===== src/rtl/mmf_pkg.sv =====
// Package for the moving median filter: window size, field widths, types and
// the command/status structs between controller and datapath. No dependencies.
`default_nettype none

package mmf_pkg;

  localparam int WINDOW         = 8;
  localparam int SAMPLE_W       = 24;
  localparam int HELD_W         = 4;
  localparam int DEADBAND_W     = 10;
  localparam int DEADBAND_RESET = 10;

  localparam int PTR_W = (WINDOW > 1) ? $clog2(WINDOW) : 1;
  localparam int CNT_W = $clog2(WINDOW + 1);

  typedef logic signed [SAMPLE_W-1:0] sample_t;
  typedef logic [PTR_W-1:0]           ptr_t;
  typedef logic [CNT_W-1:0]           cnt_t;
  typedef logic [DEADBAND_W-1:0]      deadband_t;
  typedef logic [HELD_W-1:0]          held_t;

  typedef struct packed {
    logic accept;
    logic scan;
    logic load;
  } cmd_t;

  typedef struct packed {
    logic scan_last;
  } status_t;

endpackage

`default_nettype wire


===== src/rtl/mmf_datapath.sv =====
// Datapath of the moving median filter: deadband, ring window, rank counting
// and the output word register. Depends on mmf_pkg.
`default_nettype none

module mmf_datapath (
  input  logic                     clk_i,
  input  logic                     rst_ni,
  input  logic                     cfg_we_i,
  input  mmf_pkg::deadband_t       cfg_wdata_i,
  input  mmf_pkg::sample_t         sample_i,
  input  logic                     ready_req_i,
  input  mmf_pkg::cmd_t            cmd_i,
  output mmf_pkg::status_t         status_o,
  output mmf_pkg::sample_t         median_o,
  output mmf_pkg::held_t           held_count_o
);
  import mmf_pkg::*;

  deadband_t deadband_q;
  sample_t   lanes_q [WINDOW];
  ptr_t      wp_q, wp_d;
  cnt_t      fill_q, fill_d;
  ptr_t      cand_q;
  sample_t   median_q;
  sample_t   out_median_q;
  held_t     out_count_q;

  logic [SAMPLE_W-1:0] mag;
  logic                below;
  logic                do_write;
  sample_t             wr_value;

  sample_t           cand;
  logic [WINDOW-1:0] lt_vec, le_vec;
  cnt_t              n_lt, n_le, k_rank, fill_m1;
  logic              match;

  always_comb begin
    mag      = sample_i[SAMPLE_W-1] ? (~sample_i + 1'b1) : sample_i;
    below    = mag < {{(SAMPLE_W-DEADBAND_W){1'b0}}, deadband_q};
    wr_value = below ? '0 : sample_i;
    do_write = ready_req_i && !(sample_i[SAMPLE_W-1] && !below);
    wp_d     = (wp_q == ptr_t'(WINDOW - 1)) ? '0 : wp_q + 1'b1;
    fill_d   = (fill_q == cnt_t'(WINDOW)) ? fill_q : fill_q + 1'b1;
  end

  always_comb begin
    cand    = lanes_q[cand_q];
    fill_m1 = fill_q - cnt_t'(1);
    k_rank  = fill_m1 >> 1;
    for (int j = 0; j < WINDOW; j++) begin
      lt_vec[j] = (cnt_t'(j) < fill_q) && (lanes_q[j] < cand);
      le_vec[j] = (cnt_t'(j) < fill_q) && (lanes_q[j] <= cand);
    end
    n_lt  = cnt_t'($countones(lt_vec));
    n_le  = cnt_t'($countones(le_vec));
    match = (fill_q != '0) && (n_lt <= k_rank) && (n_le > k_rank);
    status_o.scan_last = (fill_q == '0) || (cnt_t'(cand_q) == fill_m1);
  end

  always_ff @(posedge clk_i or negedge rst_ni) begin
    if (!rst_ni) begin
      deadband_q <= deadband_t'(DEADBAND_RESET);
      wp_q       <= '0;
      fill_q     <= '0;
      cand_q     <= '0;
    end else begin
      if (cfg_we_i) begin
        deadband_q <= cfg_wdata_i;
      end
      if (cmd_i.accept) begin
        cand_q <= '0;
        if (do_write) begin
          wp_q   <= wp_d;
          fill_q <= fill_d;
        end
      end else if (cmd_i.scan) begin
        cand_q <= cand_q + 1'b1;
      end
    end
  end

  always_ff @(posedge clk_i) begin
    if (cmd_i.accept) begin
      median_q <= '0;
      if (do_write) begin
        lanes_q[wp_q] <= wr_value;
      end
    end else if (cmd_i.scan && match) begin
      median_q <= cand;
    end
    if (cmd_i.load) begin
      out_median_q <= median_q;
      out_count_q  <= held_t'(fill_q);
    end
  end

  assign median_o     = out_median_q;
  assign held_count_o = out_count_q;

  a_fill_bound: assert property (@(posedge clk_i) disable iff (!rst_ni)
    fill_q <= cnt_t'(WINDOW))
    else $error("fill count above window size");

  a_fill_monotonic: assert property (@(posedge clk_i) disable iff (!rst_ni)
    1'b1 |=> fill_q >= $past(fill_q))
    else $error("fill count decreased");

  a_ptr_tracks_fill: assert property (@(posedge clk_i) disable iff (!rst_ni)
    fill_q < cnt_t'(WINDOW) |-> cnt_t'(wp_q) == fill_q)
    else $error("write pointer out of step with fill count");

endmodule

`default_nettype wire


===== src/rtl/mmf_ctrl.sv =====
// Controller of the moving median filter: sequences accept, rank scan and
// output load, and owns the output valid. Depends on mmf_pkg.
`default_nettype none

module mmf_ctrl (
  input  logic              clk_i,
  input  logic              rst_ni,
  input  logic              in_valid_i,
  output logic              in_stall_o,
  output logic              out_valid_o,
  input  logic              out_stall_i,
  input  mmf_pkg::status_t  status_i,
  output mmf_pkg::cmd_t     cmd_o
);
  import mmf_pkg::*;

  localparam logic [1:0] ST_IDLE = 2'd0;
  localparam logic [1:0] ST_SCAN = 2'd1;
  localparam logic [1:0] ST_FIN  = 2'd2;

  logic [1:0] state_q, state_d;
  logic       out_valid_q, out_valid_d;
  logic       out_free;

  always_comb begin
    state_d      = state_q;
    out_free     = !out_valid_q || !out_stall_i;
    out_valid_d  = out_valid_q && out_stall_i;
    cmd_o        = '0;
    in_stall_o   = 1'b1;
    unique case (state_q)
      ST_IDLE: begin
        in_stall_o   = 1'b0;
        cmd_o.accept = in_valid_i;
        if (in_valid_i) begin
          state_d = ST_SCAN;
        end
      end
      ST_SCAN: begin
        cmd_o.scan = 1'b1;
        if (status_i.scan_last) begin
          state_d = ST_FIN;
        end
      end
      ST_FIN: begin
        if (out_free) begin
          cmd_o.load  = 1'b1;
          out_valid_d = 1'b1;
          state_d     = ST_IDLE;
        end
      end
      default: begin
        state_d = ST_IDLE;
      end
    endcase
  end

  always_ff @(posedge clk_i or negedge rst_ni) begin
    if (!rst_ni) begin
      state_q     <= ST_IDLE;
      out_valid_q <= 1'b0;
    end else begin
      state_q     <= state_d;
      out_valid_q <= out_valid_d;
    end
  end

  assign out_valid_o = out_valid_q;

  a_accept_starts_scan: assert property (@(posedge clk_i) disable iff (!rst_ni)
    cmd_o.accept |=> state_q == ST_SCAN)
    else $error("accepted word did not start a scan");

  a_fin_waits: assert property (@(posedge clk_i) disable iff (!rst_ni)
    state_q == ST_FIN && !out_free |=> state_q == ST_FIN && out_valid_q)
    else $error("result left before output register freed");

  a_load_sets_valid: assert property (@(posedge clk_i) disable iff (!rst_ni)
    cmd_o.load |=> out_valid_q && state_q == ST_IDLE)
    else $error("load did not present a word");

endmodule

`default_nettype wire


===== src/rtl/moving_median_filter.sv =====
// Top level of the moving median filter: controller plus datapath.
// Depends on mmf_pkg, mmf_ctrl and mmf_datapath.
//
// One input word is taken, then the block scans the held window one
// candidate per cycle, counting in parallel how many held samples lie below
// and at or below it, and picks the one of rank (count-1)/2. The finished
// result sits in an output register, so the next word can be taken while it
// waits; a new result waits while that register stays stalled. Readings with
// magnitude below the deadband register become zero; negative readings at or
// above the deadband and not-ready readings are not stored but still produce
// a result. An empty window reports median 0.
`default_nettype none

module moving_median_filter (
  input  logic                   clk_i,
  input  logic                   rst_ni,
  input  logic                   cfg_we_i,
  input  mmf_pkg::deadband_t     cfg_wdata_i,
  input  logic                   in_valid_i,
  output logic                   in_stall_o,
  input  mmf_pkg::sample_t       sample_i,
  input  logic                   ready_req_i,
  output logic                   out_valid_o,
  input  logic                   out_stall_i,
  output mmf_pkg::sample_t       median_o,
  output mmf_pkg::held_t         held_count_o
);
  import mmf_pkg::*;

  cmd_t    cmd;
  status_t status;

  mmf_ctrl u_ctrl (
    .clk_i       (clk_i),
    .rst_ni      (rst_ni),
    .in_valid_i  (in_valid_i),
    .in_stall_o  (in_stall_o),
    .out_valid_o (out_valid_o),
    .out_stall_i (out_stall_i),
    .status_i    (status),
    .cmd_o       (cmd)
  );

  mmf_datapath u_datapath (
    .clk_i        (clk_i),
    .rst_ni       (rst_ni),
    .cfg_we_i     (cfg_we_i),
    .cfg_wdata_i  (cfg_wdata_i),
    .sample_i     (sample_i),
    .ready_req_i  (ready_req_i),
    .cmd_i        (cmd),
    .status_o     (status),
    .median_o     (median_o),
    .held_count_o (held_count_o)
  );

endmodule

`default_nettype wire

===== config.mk =====
export PLATFORM = sky130hd
export DESIGN_NAME = moving_median_filter
export DESIGN_NICKNAME = d
export VERILOG_FILES = /design/src/rtl/mmf_pkg.sv /design/src/rtl/mmf_datapath.sv /design/src/rtl/mmf_ctrl.sv /design/src/rtl/moving_median_filter.sv
export SDC_FILE = /design/constraint.sdc
export NUM_CORES = 1
export LEC_CHECK = 0
export BUFFER_PORTS_ARGS = -buffer_cell sky130_fd_sc_hd__buf_4
export CAP_MARGIN = 10
export CORE_MARGIN = 2
export CORE_UTILIZATION = 57
export DETAILED_ROUTE_END_ITERATION = 12
export PLACE_DENSITY = 0.76
export SYNTH_ARGS = -nofsm -noshare
export SYNTH_HDL_FRONTEND = slang
export SYNTH_SLANG_ARGS = --single-unit

===== constraint.sdc =====
create_clock -name clk_i -period 7.24 [get_ports clk_i]
set_input_delay 1.81 -clock clk_i [delete_from_list [all_inputs] [get_ports clk_i]]
set_output_delay 1.81 -clock clk_i [all_outputs]
set_load 0.01 [all_outputs]

* Yosys cells after proc, flatten, opt, wreduce, memory -nomap -nowiden
Memories as Yosys holds them, arrays and structs flattened.
Index checks and enable logic that the tools add are counted.
** Operators by class
- $add $sub $neg :: 19
- $mul :: 0
- Div/mod/pow operators :: 0
- $lt $le $gt $ge :: 27
- Eq/ne operators :: 8
- Shift operators :: 0
- Multiplexer cells :: 19
- Bitwise gates (word level) :: 2
- Reduce and logical (&&, ||, !) cells :: 35
** Operators with widths (number)
- $le A24 B24 Y1 :: 8
- $lt A24 B24 Y1 :: 8
- $mux W24 :: 2
- $add A24 B1 Y24 const B :: 1
- $add A4 B4 Y4 :: 6
- $lt A24 B10 Y1 :: 1
- $not A24 Y24 :: 1
- $logic_and A1 B1 Y1 :: 22
- $add A1 B1 Y2 :: 8
- $lt A3 B4 Y1 const A :: 4
- $mux W1 :: 10
- $mux W3 :: 3
- $lt A1 B4 Y1 const A :: 2
- $lt A2 B4 Y1 const A :: 2
- $add A3 B1 Y3 const B :: 2
- $mux W2 :: 3
- $pmux W2 S3 :: 1
- $reduce_and A3 Y1 :: 2
- $add A4 B1 Y4 const B :: 1
- $eq A3 B4 Y1 :: 1
- $eq A4 B4 Y1 const B :: 1
- $gt A4 B3 Y1 :: 1
- $le A4 B3 Y1 :: 1
- $logic_not A1 Y1 :: 4
- other kinds (13) :: 15
** Storage, ports and cells
- Register bits after elaboration :: 75
- Latch bits :: 0
- Memory bits (writable) :: 192
- ROM bits :: 0
- Input port bits :: 40
- Output and inout port bits :: 30
- Word-level logic and storage cells :: 120
- Memories kept :: 1
** Memory list
- u_datapath.lanes_q :: depth 8, width 24, rd ports 9, clocked after Yosys merged registers in 0, wr ports 1, RTL line mmf_datapath.sv:20 : sample_t lanes_q [WINDOW];

* Longest topological paths before layout
Gate-level depths: netlist of the first run.
- Depth after elaboration :: 11
- Mapped depth :: 31
- Depth with buffers taken out :: 27

* Cells and area by module
From an unflattened synthesis of the first run, not the netlist that was laid out.
** Second synthesis, totals
- Cell total of the unflattened synthesis :: 1228
- Area total of the unflattened synthesis :: 15841.4 um2
** By module, submodules not included
- mmf_datapath :: instances 1, cells an instance 1212, area each 15686.3 um2
- mmf_ctrl :: instances 1, cells an instance 16, area each 155.1 um2

* Least setup slack after synthesis of the first run
No wires, ideal clock.
- Kind :: reg2reg
- Start :: register u_datapath.cand_q[0]
- End :: register u_datapath.median_q[10]
- Setup time :: 0.086 ns
- Arrival time :: 7.307 ns
- Data required time :: 7.154 ns
- Slack :: -0.153 ns
- Stages on the path, launching flop included :: 30
- Path buffers :: 4
- Period minus slack after synthesis :: 7.393 ns
- Path through :: dfrtp_1 clkbuf_1 clkbuf_1 mux4_2 mux2i_1 ha_1 a21o_1 a21oi_1 nor2b_1 o21ai_0 a21oi_1 or3b_2 mux2_2 a21oi_1 ha_1 inv_1 fa_1 fa_1 inv_1 ha_1 fa_1 ha_1 a21oi_1 a31oi_1 nor2_1 nor4_1 clkbuf_1 clkbuf_1 nor2_1 a211oi_1
** Between the ends
- Word-level cells in the longest chain between the ends :: 10
- Elaborated cells between the ends (all ways) :: 52
** RTL lines
- start: declaration :: RTL line mmf_datapath.sv:23 : ptr_t cand_q;
- start signal: assignment :: RTL line mmf_datapath.sv:78 : cand_q <= cand_q + 1'b1;
- $mem_v2 Z8 W24 *
- $lt A24 B24 Y1 :: RTL line mmf_datapath.sv:52 : lt_vec[j] = (cnt_t'(j) < fill_q) && (lanes_q[j] < cand);
- $logic_and A1 B1 Y1 :: RTL line mmf_datapath.sv:52
- $add A1 B1 Y2 (not written as such) :: RTL line mmf_datapath.sv:55 : n_lt = cnt_t'($countones(lt_vec));
- $add A4 B4 Y4 (not written as such) (2 in a row) :: RTL line mmf_datapath.sv:55
- $le A4 B3 Y1 :: RTL line mmf_datapath.sv:57 : match = (fill_q != '0) && (n_lt <= k_rank) && (n_le > k_rank);
- $logic_and A1 B1 Y1 (2 in a row) :: RTL line mmf_datapath.sv:57
- $logic_and A1 B1 Y1 :: RTL line mmf_datapath.sv:89 : end else if (cmd_i.scan && match) begin
- end signal: assignment :: RTL line mmf_datapath.sv:90 : median_q <= cand;
- end: declaration :: RTL line mmf_datapath.sv:24 : sample_t median_q;
Every way passes the cells marked *; elsewhere a longest branch is shown, timed or not.
A chain may end at the register's enable or synchronous reset.

* Worst setup path in the final report of the first run
- Start :: register u_datapath.cand_q[0]
- End :: register u_datapath.median_q[4]
Same word-level chain as after synthesis.

==> metrics, run 1 <==
total power=7.38 mW; number of detailed-route iterations in the first pass=6; area of combinational cells with multiple inputs=7930 um2; highest-count cells in the layout ignoring fill and taps=ha_1, edfxtp_1, buf_4; endpoint arrival time on the critical path=roughly 7.6 ns; cell area after placement=about 17000 um2; antenna violations before repair=0; met3 usage=5.95%; required time worst endpoint=between 7 and 8 ns; via count of the routed design=11.2k; ratio of final minimum period to clock period=98.6%; number of synthesized register bits=267; worst setup slack before clock tree synthesis=-0.132 ns; global router's overall resource usage=29.4%; maximum level of the CTS H-tree=1; remaining global-route overflow=0; Crit Path Category=flip-flop to flip-flop; Worst Clk Skew=0.0221 ns; Max Transition Viols Final=0; last weighted congestion value of the routability-driven placer=0.940; quantity of I/O buffers inserted on ports=69; detail-routed net length per standard cell=23.8 um; most common library cell in the layout ignoring fill and taps=ha_1; stage delay of the slowest cell on the critical path=0.55 ns; hold worst-path end=u_datapath.median_o[14]; Filler Cell Count=1962; depth of the critical timing path with buffers and inverters included=29; result of the run=completed; estimated wirelength of the detail-placed design=around 31 mm; post-layout min period=7.14 ns; die boundary width=about 170 um; share of synthesized flip-flops with an asynchronous set or reset=8.61%; vias per std cell=6.31; number of cells on the worst reg-to-reg path=29; maximum net fanout on the critical path=21; number of nets in the synthesized netlist=1518; CORE AREA=27100 um2; flip-flop and latch area=roughly 7700 um2; setup slack on the worst flop-to-flop path=about 0.10 ns; clock edge transition at the registers on the reported setup and hold paths=~0.06 ns; Detailed Route WL=around 42 mm; Site Rows=60; buffers plus inverters on the worst setup path=6; cell area after synthesis=15800 um2; Sink Count=267; worst reg2reg path endpoint=u_datapath.median_q[4]; final setup fails=0; pin count of the biggest net entering global routing=43; slew at the pin with the worst max-slew slack=1.17 ns; worst voltage drop across the vdd grid=roughly 270 uV; Crit path max-delay family=adder cells; most used flip-flop cell after synthesis=edfxtp_1; Layout Area Growth over Synthesis=16.6%; power density cells=about 400 nW/um2; total non-filler cell area in the finished layout=18400 um2; final-report hold violation count=0; number of flops mapped to enable cells by yosys=220; vias in the first global route=11.5k; number of placed instances with taps included=1708; global-route wire length before repair=64.1 mm; clock tree buffer depth=3; YS warnings=0; met2 usage=49.0%; post-route setup slack=0.102 ns; Slew HR=22.0%; upper clock frequency limit=about 140 MHz; Root Buffer Master=clkbuf_16; TritonCTS buffer count=29; Hold Crit Class=flip-flop to flip-flop; post-route worst hold slack=0.417 ns; layout cells sized above 1=between 20% and 30%; kind of capture point of the worst setup path=flip-flop; Chip Height=170 um; most repeated library cell on the critical path=ha_1; hold bufs inserted after CTS=0; Final Instance Count excl. Fillers=1774; antenna fix cells=0; startpoint class of the critical path=flip-flop; count of mapped cells out of synthesis=~1.2k; remaining number of nets flagged by the antenna check after routing=0; # nets final=~1.7k; global route hottest layer=met2; IO Pins=70; hold path cells=0; count of maximum capacitance violations=0; met1 usage=37.8%; CTS tree=yes; DRC viols=0; syn avg cell area=12.7 um2; Die Outline Area=29000 um2; initial cell density of the core=58.3%; number of DRC violations after detailed-routing iteration 0=959; latest clock arrival within the worst-skew pair=~0.57 ns; cell leakage power=7.27 nW; sequential-to-total area share from yosys stat=48.5%; startpoint of the worst hold path=u_datapath.median_q[14]; launching point of the worst reg2reg path=u_datapath.cand_q[0]; cell with the biggest individual delay on the critical path=fa_1; number of distinct library cells after synthesis=67
## flip-flops by register name (all words and copies together), names as in the netlist
| register | flops |
|---|---|
| u_datapath.lanes_q | 192 |
| u_datapath.median_o | 24 |
| u_datapath.median_q | 24 |
| u_datapath.deadband_q | 10 |
| u_datapath.fill_q | 4 |
| u_datapath.held_count_o | 4 |
| u_datapath.cand_q | 3 |
| u_datapath.wp_q | 3 |
| u_ctrl.state_q | 2 |
| u_ctrl.out_valid_o | 1 |
## timing repair
action,4_1_cts,5_1_grt
setup buffers,3,8
gates resized for setup,1,36
endpoints found under the setup margin,24,24
pin swaps,0,5
cloned,0,1
## synthesized netlist by cell type, types with 24 or more instances
cell / n / area share (%)
nand2_1: 46 / 1.1
edfxtp_1: 220 / 42
a21o_1: 33 / 1.6
clkbuf_1: 30 / 0.71
nor2_1: 84 / 2.0
mux2i_1: 27 / 1.7
inv_1: 61 / 1.5
mux4_2: 48 / 6.8
ha_1: 226 / 18
a21oi_1: 59 / 1.9
o21ai_0: 62 / 2.0
dfxtp_1: 24 / 3.0
a211oi_1: 28 / 1.3
nand4_1: 37 / 1.5
nor2b_1: 35 / 1.4
## through the flow
step | TNS, ns | utilization (%)
floorplan | 0 | -
global placement | 0 | 63.6
detailed placement | -2.45 | 63.6
CTS | 0 | 67.1
global route | -0.378 | 67.9
finish | 0 | 67.9
## worst max path at each step
stage	from	end	slack, ns
after floorplan	u_datapath.cand_q[1]	u_datapath.median_q[10]	0.001
after global placement	u_datapath.cand_q[0]	u_datapath.median_q[0]	0.003
after detailed placement	u_datapath.cand_q[0]	u_datapath.median_q[0]	-0.13
after CTS	u_datapath.cand_q[0]	u_datapath.median_q[3]	0.05
after global routing	u_datapath.cand_q[0]	u_datapath.median_q[18]	-0.05
final	u_datapath.cand_q[0]	u_datapath.median_q[4]	0.10
## cells by family (layout without fill, tap and decap cells)
family	count (synthesis)	after routing	share of synthesized area (%)
AO/OA/AOI/OAI	250	250	10.3
XOR/XNOR	16	16	0.888
adder cells (fa/ha/maj)	234	234	18.9
buffers and inverters	99	257	2.43
flip-flops	267	267	48.5
multiplexers	84	84	9.20
AND/OR/NAND/NOR	294	294	9.70
## per-layer routing
layer  part of all wire, %  vias to the layer above
met3                   8.2                       98
met2                    48                      478
li1                      -                     5135
met4                   4.1                        0
met1                    40                     5481
met5                     0                        -
## where the power goes
part           switching [mW]  internal (mW)
clock                   0.615          0.807
sequential              0.119           1.85
combinational            2.18           1.81
## final cells by class
class,instances,area share [%]
sequential,267,41.7
multi-input combinational,878,43.1
clock buffer,34,4.04
timing repair buffer,142,6.54
inverter,61,1.24
tap,372,2.53
clock inverter,20,0.877
Note: power is estimated with default switching activity, not from simulation.
==> inputs of run 2 (changes only) <==
- ABC_AREA: unset -> 1
==> metrics, run 2 <==
startpoint of the worst hold path=u_datapath.median_q[18]; share of synthesized flip-flops with an asynchronous set or reset=8.61%; area leader, netlist=edfxtp_1; die boundary width=~170 um; most common library cell in the layout ignoring fill and taps=nand2_1; largest register by flop count=u_datapath.lanes_q; number of synthesized register bits=about 270; setup repair after global routing missed its margin=false; post-route worst hold slack=around 0.42 ns; IO Pins=70; global-route wire length before repair=around 70 mm; met1 usage=40.6%; power density cells=416 nW/um2; worst voltage drop across the vdd grid=233 uV; number of detailed-route iterations in the first pass=7; cell area after synthesis=16200 um2; Largest register FFs=192; hold path cells=0; Max Transition Viols Final=0; last weighted congestion value of the routability-driven placer=0.966; Detailed Route WL=46.3 mm; vias in the first global route=around 13k; post-layout min period=6.84 ns; estimated wirelength of the detail-placed design=32.9 mm; sum of negative setup slack=0 ns; CTS tree=yes; latest clock arrival within the worst-skew pair=roughly 0.56 ns; Sink Count=about 270; final-report hold violation count=0; sequential-to-total area share from yosys stat=47.3%; CORE AREA=27900 um2; Slew HR=43.0%; Root Buffer Master=clkbuf_16; TritonCTS buffer count=29; syn avg cell area=roughly 9.6 um2; Site Rows=61; clock network power share=18.8%; highest-count cells in the layout ignoring fill and taps=nand2_1, ha_1, edfxtp_1; pin count of the biggest net entering global routing=102; worst setup path startpoint=u_datapath.cand_q[1]; layout cells sized above 1=between 10% and 20%; worst reg2reg path endpoint=u_datapath.median_q[4]; commonest cells in the synthesized netlist=nand2_1, ha_1, edfxtp_1; cell with the biggest individual delay on the critical path=fa_1; Worst Clk Skew=roughly 0.016 ns; Die Outline Area=29800 um2; maximum level of the CTS H-tree=1; stage delay of the slowest cell on the critical path=0.44 ns; count leader, synth=nand2_1; global route hottest layer=met2; Crit Path Category=flip-flop to flip-flop; most used flip-flop cell after synthesis=edfxtp_1; kind of capture point of the worst setup path=flip-flop; Layout Area Growth over Synthesis=14.6%; vias per std cell=6.09; met3 usage=between 6 and 7%; required time worst endpoint=~7.7 ns; count of maximum capacitance violations=0; Chip Height=173 um; number of cells on the worst reg-to-reg path=28; upper clock frequency limit=146 MHz; met2 usage=49.7%; design internal power=4.28 mW; quantity of I/O buffers inserted on ports=between 60 and 70; cell leakage power=slightly below 8 nW; net switching share of the total power=~45%; Hold Crit Class=flip-flop to flip-flop; remaining global-route overflow=0; number of flops mapped to enable cells by yosys=220; area fraction of the dominant cell type after synthesis=40.8%; number of distinct library cells after synthesis=51; total power=7.73 mW; final setup fails=0; setup slack on the worst flop-to-flop path=0.40 ns; clock tree buffer depth=3; Sw Pwr=around 3.4 mW; antenna violations before repair=1; sequential share of power=between 20% and 30%; DRC viols=0; slew at the pin with the worst max-slew slack=approximately 0.85 ns; YS warnings=0; maximum net fanout on the critical path=49; cell area after placement=approximately 17000 um2; result of the run=completed; largest cells by area after synthesis=edfxtp_1, ha_1, nand2_1; ratio of final minimum period to clock period=94.4%; count of mapped cells out of synthesis=between 1.5k and 2k; startpoint class of the critical path=flip-flop; launching point of the worst reg2reg path=u_datapath.cand_q[1]; Gate power share=56.5%; number of nets in the synthesized netlist=approximately 2.0k; global router's overall resource usage=30.3%; total non-filler cell area in the finished layout=18600 um2; number of DRC violations after detailed-routing iteration 0=around 1.5k; via count of the routed design=13.3k; antenna fix cells=0; endpoint arrival time on the critical path=roughly 7.3 ns; hold worst-path end=u_datapath.median_o[18]; # nets final=roughly 2.1k; detail-routed net length per standard cell=21.2 um; remaining number of nets flagged by the antenna check after routing=0; clock edge transition at the registers on the reported setup and hold paths=0.06 ns; initial cell density of the core=58.1%
run 2: cell types whose count changed after synthesis, moves of 12 or more:
cell	change
o21ai_0	+117
mux4_2	-48
a21o_1	-31
o221ai_1	+12
nand3_1	+47
nand2_1	+211
inv_1	+83
nor2b_1	-34
a21oi_1	+59
nor2_1	+97
o22ai_1	+36
a211oi_1	-25
mux2i_1	-27
run 2: through the flow:
| step | setup WS (ns) | std cells | util, % |
|---|---|---|---|
| final | 0.404 | 2184 | 66.6 |
| after global routing | 0.00637 | 2184 | 66.6 |
| after CTS | 0.386 | 2176 | 66.0 |
| after detailed placement | 0.416 | 2122 | 62.6 |
| after global placement | 0.660 | 2122 | 62.6 |
| after floorplan | 0.714 | 1684 | - |
run 2: layout make-up:
| class | instances | area (um2) |
|---|---|---|
| fill | 2244 | 9300 |
| multi-input combinational | 1216 | 7820 |
| tap | 378 | 473 |
| clock inverter | 16 | 139 |
| clock buffer | 38 | 811 |
| sequential | 267 | 7670 |
| timing repair buffer | 121 | 1070 |
| inverter | 148 | 574 |
run 2: power by group through the flow:
stage	combinational (mW)	sequential, mW	clock (mW)
after floorplan	2.74	1.90	0
after global placement	3.95	1.92	0
after detailed placement	4.10	1.93	0
after CTS	4.15	1.90	1.48
after global routing	4.87	1.92	1.54
final	4.36	1.91	1.46
run 2: cells by family after synthesis:
family,count (synthesis),share of synthesized area [%]
and+or+nand+nor,577,15.2
AOI/OAI and AO/OA,389,13.3
DFF,267,47.3
adders and majority gates,234,18.5
buffers and inverters,201,4.80
xor gates and xnor gates,15,0.811
muxes,1,0.0695
run 2: worst max-delay path, delay by kind of cell (launching register included):
family / cells / cell delay [ns]
XOR/XNOR: 1 / 0.16
flip-flops: 1 / 0.42
buffers and inverters: 5 / 1.08
AO/OA/AOI/OAI: 8 / 1.26
AND/OR/NAND/NOR: 7 / 1.29
adder cells (fa/ha/maj): 7 / 2.52
run 2: repair_timing:
action / CTS / global route
hold buffers: 0 / 0
resized for setup: 0 / 20
endpoints found under the setup margin: 0 / 24
setup buffers: 0 / 6
run 2: how the worst max path moves through the flow:
| stage | end | slack, ns | cells after the start |
|---|---|---|---|
| finish | u_datapath.median_q[4] | 0.40 | 28 |
| global route | u_datapath.median_q[4] | 0.006 | 32 |
| CTS | u_datapath.median_q[4] | 0.39 | 32 |
| detailed placement | u_datapath.median_q[4] | 0.42 | 32 |
| global placement | u_datapath.median_q[0] | 0.66 | 33 |
| floorplan | u_datapath.median_q[18] | 0.71 | 30 |
run 2: routing by layer:
| metal | wire (um) | share of wire [%] |
|---|---|---|
| met2 | 21300 | 46 |
| met5 | 12 | 0.026 |
| met3 | 4910 | 11 |
| met1 | 18500 | 40 |
| met4 | 1530 | 3.3 |
